**config.mk**
```make
export PLATFORM = sky130hd
export DESIGN_NAME = discrete_distribution_engine_unit
export DESIGN_NICKNAME = d
export VERILOG_FILES = /design/src/rtl/dde_pkg.sv /design/src/rtl/dde_div.sv /design/src/rtl/discrete_distribution_engine_unit.sv
export SDC_FILE = /design/constraint.sdc
export NUM_CORES = 2
export LEC_CHECK = 0
export ABC_AREA = 0
export BUFFER_PORTS_ARGS = -buffer_cell sky130_fd_sc_hd__buf_2
export CAP_MARGIN = 20
export CORE_UTILIZATION = 65
export CTS_CLUSTER_DIAMETER = 60
export DETAILED_ROUTE_END_ITERATION = 6
export GPL_ROUTABILITY_DRIVEN = 0
export PLACE_DENSITY = 0.81
export REMOVE_ABC_BUFFERS = 1
export SYNTH_ARGS = -nofsm -noshare
export SYNTH_HDL_FRONTEND = slang
export SYNTH_SLANG_ARGS = --single-unit
```
**constraint.sdc**
```tcl
create_clock -name clk -period 16.9 [get_ports clk]
set_input_delay 2.535 -clock clk [delete_from_list [all_inputs] [get_ports clk]]
set_output_delay 2.535 -clock clk [all_outputs]
set_load 0.05 [all_outputs]
```
**src/rtl/dde_pkg.sv**
```systemverilog
package dde_pkg;

  localparam int BINS      = 32;
  localparam int FRAC_BITS = 16;
  localparam int IDX_W     = 5;
  localparam int PROB_W    = 17;
  localparam int ACC_W     = 28;
  localparam int DIV_W     = ACC_W + 8;

  localparam logic [PROB_W-1:0] ONE_P = PROB_W'(1 << FRAC_BITS);

  localparam logic [2:0] CMD_WR_A  = 3'd0;
  localparam logic [2:0] CMD_WR_B  = 3'd1;
  localparam logic [2:0] CMD_RD_A  = 3'd2;
  localparam logic [2:0] CMD_CONV  = 3'd3;
  localparam logic [2:0] CMD_CLAMP = 3'd4;
  localparam logic [2:0] CMD_TAIL  = 3'd5;
  localparam logic [2:0] CMD_MEAN  = 3'd6;
  localparam logic [2:0] CMD_RSVD  = 3'd7;

  localparam logic [1:0] ST_OK          = 2'd0;
  localparam logic [1:0] ST_ZERO_WEIGHT = 2'd1;
  localparam logic [1:0] ST_FOLDED      = 2'd2;

  typedef struct packed {
    logic [2:0]        cmd;
    logic [IDX_W-1:0]  bin_index;
    logic [PROB_W-1:0] prob;
    logic [IDX_W-1:0]  operand_value;
  } in_word_t;

  typedef struct packed {
    logic [PROB_W-1:0] result;
    logic [1:0]        status;
  } out_word_t;

  typedef struct packed {
    logic             start;
    logic [DIV_W-1:0] num;
    logic [DIV_W-1:0] den;
  } div_req_t;

endpackage

```
**src/rtl/dde_div.sv**
```systemverilog
module dde_div (
  input  logic                     clk,
  input  logic                     rst_n,
  input  dde_pkg::div_req_t        req,
  output logic                     done,
  output logic [dde_pkg::DIV_W-1:0] quot
);
  import dde_pkg::*;

  // restoring division, one quotient bit per cycle
  logic [DIV_W-1:0] q_r, q_nxt;
  logic [DIV_W:0]   rem_r, rem_nxt;
  logic [DIV_W-1:0] den_r;
  logic [5:0]       cnt_r, cnt_nxt;
  logic             busy_r, busy_nxt, done_r, done_nxt;
  logic [DIV_W:0]   trial;

  always_comb begin
    q_nxt    = q_r;
    rem_nxt  = rem_r;
    cnt_nxt  = cnt_r;
    busy_nxt = busy_r;
    done_nxt = 1'b0;
    trial    = {rem_r[DIV_W-1:0], q_r[DIV_W-1]};
    if (req.start) begin
      q_nxt    = req.num;
      rem_nxt  = '0;
      cnt_nxt  = 6'(DIV_W);
      busy_nxt = 1'b1;
    end else if (busy_r) begin
      if (trial >= {1'b0, den_r}) begin
        rem_nxt = trial - {1'b0, den_r};
        q_nxt   = {q_r[DIV_W-2:0], 1'b1};
      end else begin
        rem_nxt = trial;
        q_nxt   = {q_r[DIV_W-2:0], 1'b0};
      end
      cnt_nxt = cnt_r - 6'd1;
      if (cnt_r == 6'd1) begin
        busy_nxt = 1'b0;
        done_nxt = 1'b1;
      end
    end
  end

  always_ff @(posedge clk) begin
    if (!rst_n) begin
      busy_r <= 1'b0;
      done_r <= 1'b0;
      cnt_r  <= '0;
    end else begin
      busy_r <= busy_nxt;
      done_r <= done_nxt;
      cnt_r  <= cnt_nxt;
    end
    q_r   <= q_nxt;
    rem_r <= rem_nxt;
    if (req.start) den_r <= req.den;
  end

  assign done = done_r;
  assign quot = q_r;

endmodule

```
**src/rtl/discrete_distribution_engine_unit.sv**
```systemverilog
// Discrete distribution engine: two 32-bin Q1.16 distributions in RAM.
// Flow: write and unused command go straight to the result state, read passes S_RD;
//   clamp/tail scan from operand_value up, mean scans all 32 bins, then divides unless the weight is zero,
//   convolve clears scratch, runs every bin-pair MAC, drains and copies back saturating.
// Throughput: one command at a time; busy drops in the cycle out_valid is high.
// Reset (sync, rst_n low): sweep both RAMs to the unit distribution
//   with busy high; results cannot be stalled by the receiver.
module discrete_distribution_engine_unit (
  input  logic                clk,
  input  logic                rst_n,
  input  logic                start,
  output logic                busy,
  input  dde_pkg::in_word_t   in_word,
  output logic                out_valid,
  output dde_pkg::out_word_t  out_word
);
  import dde_pkg::*;

  localparam logic [3:0] S_INIT  = 4'd0;
  localparam logic [3:0] S_IDLE  = 4'd1;
  localparam logic [3:0] S_RD    = 4'd2;
  localparam logic [3:0] S_SCAN  = 4'd3;
  localparam logic [3:0] S_CLRW  = 4'd4;
  localparam logic [3:0] S_CONVA = 4'd5;
  localparam logic [3:0] S_CONVB = 4'd6;
  localparam logic [3:0] S_COPY  = 4'd7;
  localparam logic [3:0] S_DIV   = 4'd8;
  localparam logic [3:0] S_DONE  = 4'd9;

  // memories: A, B and the convolution accumulator (scratch)
  logic [PROB_W-1:0] mem_a [BINS];
  logic [PROB_W-1:0] mem_b [BINS];
  logic [ACC_W-1:0]  mem_s [BINS];
  logic [PROB_W-1:0] rd_a_r, rd_b_r;
  logic [ACC_W-1:0]  rd_s_r;

  logic [3:0]        state_r, state_nxt;
  in_word_t          cmd_r, cmd_nxt;
  logic [IDX_W:0]    i_r, i_nxt, j_r, j_nxt;
  logic [ACC_W-1:0]  sum_r, sum_nxt, wsum_r, wsum_nxt;
  logic [PROB_W-1:0] res_r, res_nxt;
  logic              flag_r, flag_nxt;
  logic              ov_r, ov_nxt;
  logic [1:0]        st_r, st_nxt;
  logic              phase_r, phase_nxt;

  // RAM controls
  logic              a_we, b_we, s_we;
  logic [IDX_W-1:0]  a_wa, b_wa, s_wa, a_ra, b_ra, s_ra;
  logic [PROB_W-1:0] a_wd, b_wd;
  logic [ACC_W-1:0]  s_wd;

  // pipeline of the convolve MAC: read, multiply, accumulate
  logic              p1_v_r, p2_v_r;
  logic [IDX_W-1:0]  p1_k_r, p2_k_r;
  logic              p1_fold_r, p2_fold_r;
  logic [33:0]       prod_r;
  logic [ACC_W-1:0]  fwd_r;
  logic              fwd_v_r;
  logic [IDX_W-1:0]  fwd_k_r;
  logic [ACC_W-1:0]  mac_old, mac_add;
  logic              p1_v_nxt, p1_fold_nxt;
  logic [IDX_W-1:0]  p1_k_nxt;
  logic [IDX_W+1:0]  ksum;

  div_req_t          dreq;
  logic              ddone;
  logic [DIV_W-1:0]  dquot;

  dde_div u_div (.clk(clk), .rst_n(rst_n), .req(dreq), .done(ddone), .quot(dquot));

  always_comb begin
    state_nxt = state_r;
    cmd_nxt   = cmd_r;
    i_nxt     = i_r;
    j_nxt     = j_r;
    sum_nxt   = sum_r;
    wsum_nxt  = wsum_r;
    res_nxt   = res_r;
    flag_nxt  = flag_r;
    ov_nxt    = 1'b0;
    st_nxt    = st_r;
    phase_nxt = phase_r;
    a_we = 1'b0; b_we = 1'b0; s_we = 1'b0;
    a_wa = i_r[IDX_W-1:0]; b_wa = i_r[IDX_W-1:0]; s_wa = i_r[IDX_W-1:0];
    a_ra = i_r[IDX_W-1:0]; b_ra = j_r[IDX_W-1:0]; s_ra = '0;
    a_wd = '0; b_wd = '0; s_wd = '0;
    p1_v_nxt = 1'b0; p1_k_nxt = '0; p1_fold_nxt = 1'b0;
    ksum = {2'b00, i_r[IDX_W-1:0]} + {2'b00, j_r[IDX_W-1:0]};
    dreq = '0;
    unique case (state_r)
      S_INIT: begin
        a_we = 1'b1; b_we = 1'b1;
        a_wd = (i_r == '0) ? ONE_P : '0;
        b_wd = a_wd;
        i_nxt = i_r + 1'b1;
        if (i_r == (IDX_W+1)'(BINS-1)) state_nxt = S_IDLE;
      end
      S_IDLE: begin
        if (start) begin
          cmd_nxt  = in_word;
          flag_nxt = 1'b0;
          res_nxt  = '0;
          sum_nxt  = '0;
          wsum_nxt = '0;
          phase_nxt = 1'b0;
          i_nxt = '0; j_nxt = '0;
          state_nxt = S_DONE;
          case (in_word.cmd)
            CMD_WR_A, CMD_WR_B: begin
              flag_nxt = in_word.prob > ONE_P;
              a_wd = flag_nxt ? ONE_P : in_word.prob;
              b_wd = a_wd;
              a_wa = in_word.bin_index; b_wa = in_word.bin_index;
              a_we = in_word.cmd == CMD_WR_A;
              b_we = in_word.cmd == CMD_WR_B;
            end
            CMD_RD_A: begin
              a_ra = in_word.bin_index;
              state_nxt = S_RD;
            end
            CMD_CLAMP, CMD_TAIL: begin
              i_nxt = {1'b0, in_word.operand_value};
              a_ra  = in_word.operand_value;
              state_nxt = S_SCAN;
            end
            CMD_MEAN: begin
              a_ra = '0;
              state_nxt = S_SCAN;
            end
            CMD_CONV: state_nxt = S_CLRW;
            default: ;
          endcase
        end
      end
      S_RD: begin
        res_nxt = rd_a_r;
        state_nxt = S_DONE;
      end
      S_SCAN: begin
        // one bin per cycle: rd_a_r holds bin i_r
        sum_nxt  = sum_r + ACC_W'(rd_a_r);
        wsum_nxt = wsum_r + ACC_W'(i_r[IDX_W-1:0]) * ACC_W'(rd_a_r);
        a_ra = IDX_W'(i_r + 1'b1);
        if (cmd_r.cmd == CMD_CLAMP && i_r[IDX_W-1:0] != cmd_r.operand_value) begin
          a_we = 1'b1; a_wa = i_r[IDX_W-1:0]; a_wd = '0;
        end
        i_nxt = i_r + 1'b1;
        if (i_r == (IDX_W+1)'(BINS-1)) begin
          state_nxt = S_DONE;
          if (cmd_r.cmd == CMD_CLAMP || cmd_r.cmd == CMD_TAIL) begin
            flag_nxt = sum_nxt > ACC_W'(ONE_P);
            res_nxt  = flag_nxt ? ONE_P : sum_nxt[PROB_W-1:0];
            // clamp answers 0; its merged bin is written in S_DONE
            if (cmd_r.cmd == CMD_CLAMP) res_nxt = '0;
          end else if (sum_nxt == '0) begin
            st_nxt = ST_ZERO_WEIGHT;
          end else begin
            dreq.start = 1'b1;
            dreq.num   = {wsum_nxt, 8'h00};
            dreq.den   = DIV_W'(sum_nxt);
            state_nxt  = S_DIV;
          end
        end
      end
      S_DIV: begin
        if (ddone) begin
          res_nxt = dquot[PROB_W-1:0];
          state_nxt = S_DONE;
        end
      end
      S_CLRW: begin
        s_we = 1'b1; s_wd = '0;
        i_nxt = i_r + 1'b1;
        if (i_r == (IDX_W+1)'(BINS-1)) begin
          i_nxt = '0; j_nxt = '0;
          state_nxt = S_CONVA;
        end
      end
      S_CONVA: begin
        // issue one bin pair per cycle; scratch is read in the p1 stage
        a_ra = i_r[IDX_W-1:0]; b_ra = j_r[IDX_W-1:0];
        p1_v_nxt = 1'b1;
        p1_fold_nxt = ksum >= (IDX_W+2)'(BINS);
        p1_k_nxt = p1_fold_nxt ? IDX_W'(BINS-1) : ksum[IDX_W-1:0];
        s_ra = p1_k_r;
        j_nxt = j_r + 1'b1;
        if (j_r == (IDX_W+1)'(BINS-1)) begin
          j_nxt = '0;
          i_nxt = i_r + 1'b1;
          if (i_r == (IDX_W+1)'(BINS-1)) begin
            i_nxt = '0;
            state_nxt = S_CONVB;
          end
        end
      end
      S_CONVB: begin
        // drain the MAC pipeline
        s_ra = p1_k_r;
        i_nxt = i_r + 1'b1;
        if (i_r == (IDX_W+1)'(3)) begin
          i_nxt = '0;
          state_nxt = S_COPY;
        end
      end
      S_COPY: begin
        // phase 0 reads scratch bin i, phase 1 writes saturated value to A
        s_ra = i_r[IDX_W-1:0];
        phase_nxt = ~phase_r;
        if (phase_r) begin
          a_we = 1'b1; a_wa = i_r[IDX_W-1:0];
          a_wd = (rd_s_r > ACC_W'(ONE_P)) ? ONE_P : rd_s_r[PROB_W-1:0];
          if (rd_s_r > ACC_W'(ONE_P)) flag_nxt = 1'b1;
          i_nxt = i_r + 1'b1;
          if (i_r == (IDX_W+1)'(BINS-1)) state_nxt = S_DONE;
        end
      end
      S_DONE: begin
        // clamp: land the merged mass in bin operand_value
        if (cmd_r.cmd == CMD_CLAMP) begin
          a_we = 1'b1; a_wa = cmd_r.operand_value;
          a_wd = flag_r ? ONE_P : sum_r[PROB_W-1:0];
        end
        ov_nxt = 1'b1;
        state_nxt = S_IDLE;
      end
      default: state_nxt = S_IDLE;
    endcase
    if (p2_v_r && p2_fold_r && prod_r[33:FRAC_BITS] != '0) flag_nxt = 1'b1;
    if (state_r == S_IDLE && start) st_nxt = ST_OK;
  end

  // MAC: accumulate into scratch, forwarding the previous write
  assign mac_old = (fwd_v_r && fwd_k_r == p2_k_r) ? fwd_r : rd_s_r;
  assign mac_add = mac_old + ACC_W'(prod_r[33:FRAC_BITS]);

  always_ff @(posedge clk) begin
    if (a_we) mem_a[a_wa] <= a_wd;
    if (b_we) mem_b[b_wa] <= b_wd;
    if (p2_v_r) mem_s[p2_k_r] <= mac_add;
    else if (s_we) mem_s[s_wa] <= s_wd;
    rd_a_r <= mem_a[a_ra];
    rd_b_r <= mem_b[b_ra];
    rd_s_r <= mem_s[s_ra];
  end

  always_ff @(posedge clk) begin
    if (!rst_n) begin
      state_r <= S_INIT;
      i_r     <= '0;
      j_r     <= '0;
      ov_r    <= 1'b0;
      p1_v_r  <= 1'b0;
      p2_v_r  <= 1'b0;
      fwd_v_r <= 1'b0;
      phase_r <= 1'b0;
      flag_r  <= 1'b0;
      st_r    <= ST_OK;
    end else begin
      state_r <= state_nxt;
      i_r     <= i_nxt;
      j_r     <= j_nxt;
      ov_r    <= ov_nxt;
      p1_v_r  <= p1_v_nxt;
      p2_v_r  <= p1_v_r;
      fwd_v_r <= p2_v_r;
      phase_r <= phase_nxt;
      flag_r  <= flag_nxt;
      st_r    <= st_nxt;
    end
    cmd_r     <= cmd_nxt;
    sum_r     <= sum_nxt;
    wsum_r    <= wsum_nxt;
    res_r     <= res_nxt;
    p1_k_r    <= p1_k_nxt;
    p1_fold_r <= p1_fold_nxt;
    p2_k_r    <= p1_k_r;
    p2_fold_r <= p1_fold_r;
    prod_r    <= 34'(rd_a_r) * 34'(rd_b_r);
    fwd_r     <= mac_add;
    fwd_k_r   <= p2_k_r;
  end

  // scratch bin k is read while its pair sits in p1, so rd_s_r lines up with
  // p2. The write of the pair just ahead lands on the same edge as that read,
  // so a same-bin hit one back takes fwd_r; a hit two back lands through the RAM.
  assign busy              = state_r != S_IDLE;
  assign out_valid         = ov_r;
  assign out_word.result   = res_r;
  assign out_word.status   = flag_r ? ST_FOLDED : st_r;

  a_busy_out: assert property (@(posedge clk) disable iff (!rst_n)
    out_valid |-> !busy) else $error("result shown while busy");
  a_one_shot: assert property (@(posedge clk) disable iff (!rst_n)
    out_valid |=> !out_valid) else $error("result repeated");
  a_mac_in_conv: assert property (@(posedge clk) disable iff (!rst_n)
    p1_v_r |-> (state_r == S_CONVA || state_r == S_CONVB))
    else $error("MAC active outside convolution");

endmodule
```
# Word-level counts from Yosys, hierarchy flattened
# Memories as Yosys holds them, arrays and structs flattened. A register that Yosys moved wholly into a read port is not among the register bits.
# Cells that the tools add are included.
# op_classes
bitwise_logic	6
n_eq_ne	40
order_cmp	5
n_reduce_logical	38
n_addsub	8
mux	105
multipliers	2
# op_table
cell	count
2-to-1 mux 73 bit	4
2-to-1 mux 17 bit	14
one-hot mux 17 bit (4 select lines)	2
one-hot mux 28 bit (2 select lines)	2
2-to-1 mux 36 bit	3
2-to-1 mux 28 bit	3
2-to-1 mux 6 bit	10
greater-than comparator 28 x 17 -> 1 bit (second input constant)	2
2-to-1 mux 4 bit	10
2-to-1 mux 5 bit	8
greater-or-equal comparator 37 x 36 -> 1 bit	1
one-hot mux 4 bit (9 select lines)	1
one-hot mux 6 bit (6 select lines)	1
subtractor 36 bit	1
2-to-1 mux 1 bit	35
multiplier 17 x 17 -> 34 bit	1
one-hot mux 17 bit (2 select lines)	1
one-hot mux 5 bit (2 select lines)	3
adder 28 x 17 -> 28 bit	1
adder 28 x 18 -> 28 bit	1
adder 28 x 22 -> 28 bit	1
zero test 28 bit	1
OR reduction 28 bit	1
multiplier 5 x 17 -> 22 bit	1
other kinds (48)	96
# totals
mem_bits_rw	1984
elab_cells	237
mem_count	3
register_bits	299
in_bits	33
# mem_list
name	depth	word_bits	rd	rd_ports_with_merged_regs	wr	line_no	rtl
mem_s	32	28	1	1	1	discrete_distribution_engine_unit.sv:33	logic [ACC_W-1:0] mem_s [BINS];
mem_a	32	17	1	1	1	discrete_distribution_engine_unit.sv:31	logic [PROB_W-1:0] mem_a [BINS];
mem_b	32	17	1	1	1	discrete_distribution_engine_unit.sv:32	logic [PROB_W-1:0] mem_b [BINS];

# Depth between registers and ports, before layout
# depth
depth_word	7
ltp_mapped	25
depth_no_buf	24

# Hierarchy
# A second synthesis with hierarchy kept.
# hier_totals
hier_cells	8355
area_unflattened_um2	108890.7
# by_module_without_submodules
mod	seq_area_each_um2	area_each_um2	instances	cells_per_inst
discrete_distribution_engine_unit	64972.3	102090.4	1	7664
dde_div	3042.9	6800.3	1	691

# Worst setup path before layout
# Ideal clock, no wire load.
# synth_timing
path_kind	in2reg
start	input port start
end	register res_r[0] (enable)
setup_ns	0.485
arrival_time_ns	5.687
path_buffers	0
path_stages	5
path_slack_ns	10.728
cell_sequence	inv_1 > nor2_1 > a21oi_1 > a2bb2oi_1 > a2111oi_0
# synth_between
elab_chain_cells	2
# synth_lines
item	line_no	rtl
from (decl)	discrete_distribution_engine_unit.sv:11	input logic start,
inequality test 2 bit (no line)	-	
AND reduction 5 bit (no line)	-	
to (signal assigned)	discrete_distribution_engine_unit.sv:274	res_r <= res_nxt;
to (decl)	discrete_distribution_engine_unit.sv:41	logic [PROB_W-1:0] res_r, res_nxt;
# Every way passes these cells.
# A chain may end at the register's enable or synchronous reset.

# Worst setup path in the final report
# layout_timing
start	register rd_a_r[10] (read register of mem_a)
end	register prod_r[33]
# layout_between
elab_chain_cells	1
# layout_lines
item	line_no	rtl
from (decl)	discrete_distribution_engine_unit.sv:34	logic [PROB_W-1:0] rd_a_r, rd_b_r;
multiplier 17 x 17 -> 34 bit	discrete_distribution_engine_unit.sv:279	prod_r <= 34'(rd_a_r) * 34'(rd_b_r);
to (signal assigned)	discrete_distribution_engine_unit.sv:279	
to (decl)	discrete_distribution_engine_unit.sv:57	logic [33:0] prod_r;
# Every way passes these cells.

==> metrics list <==
- Result of the run: complete, no violations
- After clock tree synthesis, the clock-pin slew on the worst setup and hold paths is 60 ps.
* Top achievable clock speed: 146 MHz
- The root buffer cell chosen for the clock tree is clkbuf_16.
* Critical path data arrival time: 7610 ps
- Synthesis instantiated 93 different standard cells from the library.
- From synthesis to final layout, the design area changed by 10.6%.
* Total internal power: 0.0159 W
- CTS saw 2,321 sinks.
* Overall die height: 408 um
- NumNets Final: 7,965
- Number of gates resized after cts: 0
- Slowest CP cell: dfxtp_1
- Worst Setup Path Type: reg -> reg
* Clock insertion delay at the later pin of the skew report: 890 ps
- Once the clock tree was built, the setup fixing pass inserted 0 buffers.
* Total of endpoints with negative setup slack in the final report: 0
- Number of global-route vias before repair: 65,900
- The Yosys step of the flow raised 0 warnings.
- Averaged over all synthesized cells, the footprint is 14.5 um2.
* Antenna violations before repair: 17
* Proportion of synthesized chip area in sequential cells: 63.4%
* Aggregate global routing overflow: 0
- Startpoint kind of the worst setup timing path: register
* Total area of multi-input combinational cells: 36,500 um2
- Power density over cell area: 224 nW/um2
* Number of hold violations in the final report: 0
- The largest single stage delay on the critical path is 650 ps.
* Number of enable-type register cells in the synthesized netlist: 2,129
- Of the cells placed in the final design, the portion with a size suffix greater than 1 is 14.8%.
* Max-slew headroom at the worst pin: 21.5%
- After routing, the total negative slack on setup checks comes to 0 ps.
* Remaining antenna violation count: 0
- Summed over all cells, the static leakage comes to 42.4 nW.
- Number of CTS-inserted buffers: 222
* Number of placement rows: 148
* Instance count of the mapped netlist: 7,382
- The initial utilization of the core area, before any placement, comes to 65.6%.
* Detailed-router iteration count before antenna repair: 7
* Filler Cell Count: 9,572
- Period minus WS final: 6850 ps
- Critical path endpoint category: register
- After detailed routing, the average wire length per cell comes to 28.5 um.
- After detailed routing, the number of remaining DRC violations is 0.
* Clock power share: 19.3%
- Register area: 67,800 um2
- Placeable core region: 163,000 um2
- Measured on the finished design, the core utilization comes to 72.5%.
* Final critical-path setup slack: 10,050 ps
- Top flip-flop cell by instance count after synthesis: edfxtp_1
- Total Routed Length: 279,000 um
- CTS H-tree lvls: 4
- TritonCTS built the clock tree.
- Synthesis inferred 2,321 register bits.
- At the placement stage, the worst setup path has a slack of 9750 ps.
- The first global-routing pass estimated 414,000 um of wire.
- Maximum number of pins on one net before global-route repair: 213
- The design draws 0.0264 W.
- The floorplan step defined a die boundary enclosing 166,000 um2.
- Relative contribution of combinational cells to total power: 52.1%
- Switching part of the total: 39.6%
- Number of top-level pins: 54
* Number of hold buffers added after CTS: 0
* Net switching power: 0.0105 W
- Share of the clock period used by the worst path: 40.5%
* Unrepaired setup endpoints after global routing: false
- Violation count after the first detailed-routing iteration: 8,636
- The routed layout has 65,900 vias.
- The HPWL after detailed placement is 162,000 um.
- The cell area that synthesis handed to floorplanning was 107,000 um2.
* Worst Tran Pin Value: 1170 ps
- Die extent in x: 408 um
- Sequential group share of total power: 28.7%
* Final Max Tran Viols: 0
- Required arrival time at the worst endpoint: 17,650 ps
- In the synthesized netlist the async set-or-reset flop fraction comes to 0%.
- The clock passes through at most 3 buffers.
- Crit path cell chain: buf_8 -> nand2_1 -> fa_1 -> fa_1 -> fa_1 -> inv_1 -> fa_1 -> fa_1 -> inv_1 -> fa_1 -> inv_1 -> ha_1 -> a21o_1 -> a221oi_1 -> a21o_1 -> a211o_1 -> o221ai_1 -> o211ai_1 -> nand3_1 -> a31oi_1 -> o21bai_1 -> xnor2_1
- In the global route stage, overall resource usage came out at 33.7%.
* Via density per instance: 6.72
* Clock Skew: 42.5 ps
* Max-cap violations: 0
- Maximum vdd ir drop: 0.00110 V
- The most numerous cell type found on the critical path is fa_1.
- Final hold analysis gives a worst-case slack of 332 ps.
- Number of buffers inserted by port buffering: 53
- Type of the tightest min-delay check: reg -> reg
* Maximum fanout count along the critical path: 17
path summary, 6_finish.rpt:
| kind | depth (start not counted) | startpoint | end | slack (ps) |
|---|---|---|---|---|
| setup / recovery | 22 | rd_a_r[10]$_DFF_P_ | prod_r[33]$_DFF_P_ | 10050 |
| hold / removal | 0 | p1_fold_r$_SDFF_PN0_ | p2_fold_r$_DFF_P_ | 330 |
| setup reg to reg | 22 | rd_a_r[10]$_DFF_P_ | prod_r[33]$_DFF_P_ | 10050 |
| hold reg to reg | 0 | p1_fold_r$_SDFF_PN0_ | p2_fold_r$_DFF_P_ | 330 |
critical path: cells and delay by family (launching register included):
family / cells / cell delay (ps)
AO/OA/AOI/OAI: 8 / 1960
XOR/XNOR: 1 / 120
adder cells (fa/ha/maj): 7 / 3320
buffers and inverters: 4 / 400
flip-flops: 1 / 650
AND/OR/NAND/NOR: 2 / 240
flip-flops by register name, summed over array words and instances (netlist names), 8 cells and up:
signal,count
sum_r,28
rd_a_r,17
u_div.rem_r,36
mem_a,544
wsum_r,28
prod_r,18
u_div.quot,36
rd_s_r,28
cmd_r,8
rd_b_r,17
u_div.den_r,28
mem_s,896
mem_b,544
fwd_r,28
res_r,17
power by group through the flow:
stage	clock network [W]	registers, W	logic, W
after floorplan	0	0.00766	0.0102
after global placement	0	0.00766	0.0129
after detailed placement	0	0.00768	0.0134
after CTS	0.00510	0.00757	0.0137
after global routing	0.00531	0.00759	0.0154
final	0.00509	0.00757	0.0138
metrics by stage:
stage	area, um2	std cells
floorplan	105000	6952
global placement	110000	9352
detailed placement	110000	9359
CTS	118000	9774
global route	118000	9800
finish	118000	9806
layer usage:
metal | vias to the layer above | track usage, % | part of all wire (%)
li1 | 27700 | - | -
met1 | 32700 | 43.9 | 35
met2 | 4432 | 52.8 | 47
met3 | 1027 | 8.05 | 12
met4 | 12 | 18.2 | 6.1
met5 | - | 0.144 | 0.033
cell usage in the layout (no fill, tap or decap), types with 17 or more instances in the layout:
cell,count
a22oi_1,29
a221o_1,18
mux2_2,70
clkinv_2,36
nor3_1,44
and2_0,67
nor2_4,57
inv_1,409
clkbuf_1,48
dfxtp_1,186
edfxtp_1,2129
clkinvlp_4,17
nor4_1,30
o211ai_1,33
a31oi_1,132
o21a_1,26
a21oi_1,221
mux2_4,26
nor2b_1,24
nand3_1,55
nand2_1,794
a211oi_1,339
xnor2_1,85
xor2_1,56
mux4_2,306
a311oi_1,114
nand2b_1,32
ha_1,211
clkinv_1,30
bufinv_16,23
fa_1,291
and2_1,421
a21o_1,67
nor2_1,262
buf_2,54
clkbuf_16,228
buf_4,168
mux2i_1,48
o21ai_0,117
logic make-up after synthesis:
kind of cell    Yosys count  share of synthesized area, %
fa+ha+maj               502                          7.92
flops                  2321                          63.4
xor+xnor                141                          1.16
buf+inv                 842                          3.02
compound gates         1229                          8.08
simple gates           1897                          8.44
mux                     450                          8.00
synthesized netlist by cell type, types with 19 or more instances:
library cell	instances	area share, %
edfxtp_1	2129	60
nand2_1	795	2.8
and2_1	421	2.5
inv_1	409	1.4
clkbuf_1	346	1.2
a211oi_1	340	2.4
nor2_1	328	1.2
mux4_2	306	6.4
fa_1	291	5.4
a21oi_1	222	1.0
ha_1	211	2.5
dfxtp_1	192	3.6
a31oi_1	134	0.78
o21ai_0	118	0.55
a311oi_1	114	0.93
xnor2_1	85	0.70
mux2_2	70	0.74
a21o_1	67	0.47
and2_0	67	0.39
xor2_1	56	0.46
buf_1	55	0.19
nand3_1	55	0.26
mux2i_1	48	0.45
nor3_1	45	0.21
o211ai_1	33	0.23
nand2b_1	32	0.19
nor4_1	32	0.19
a22oi_1	29	0.20
mux2_4	26	0.37
o21a_1	26	0.18
nor2b_1	24	0.14
buf_2	23	0.11
a221o_1	19	0.18
layout make-up:
type / count / share of cell area, %
diodes: 10 / 0.0212
clock buffers: 289 / 5.13
clock inverters: 126 / 1.20
inverters: 412 / 1.31
multi-input cells: 4219 / 30.8
flip-flops and latches: 2321 / 57.3
well taps: 2175 / 2.30
repair buffers: 254 / 1.84
(Power assumes the default switching activity.)
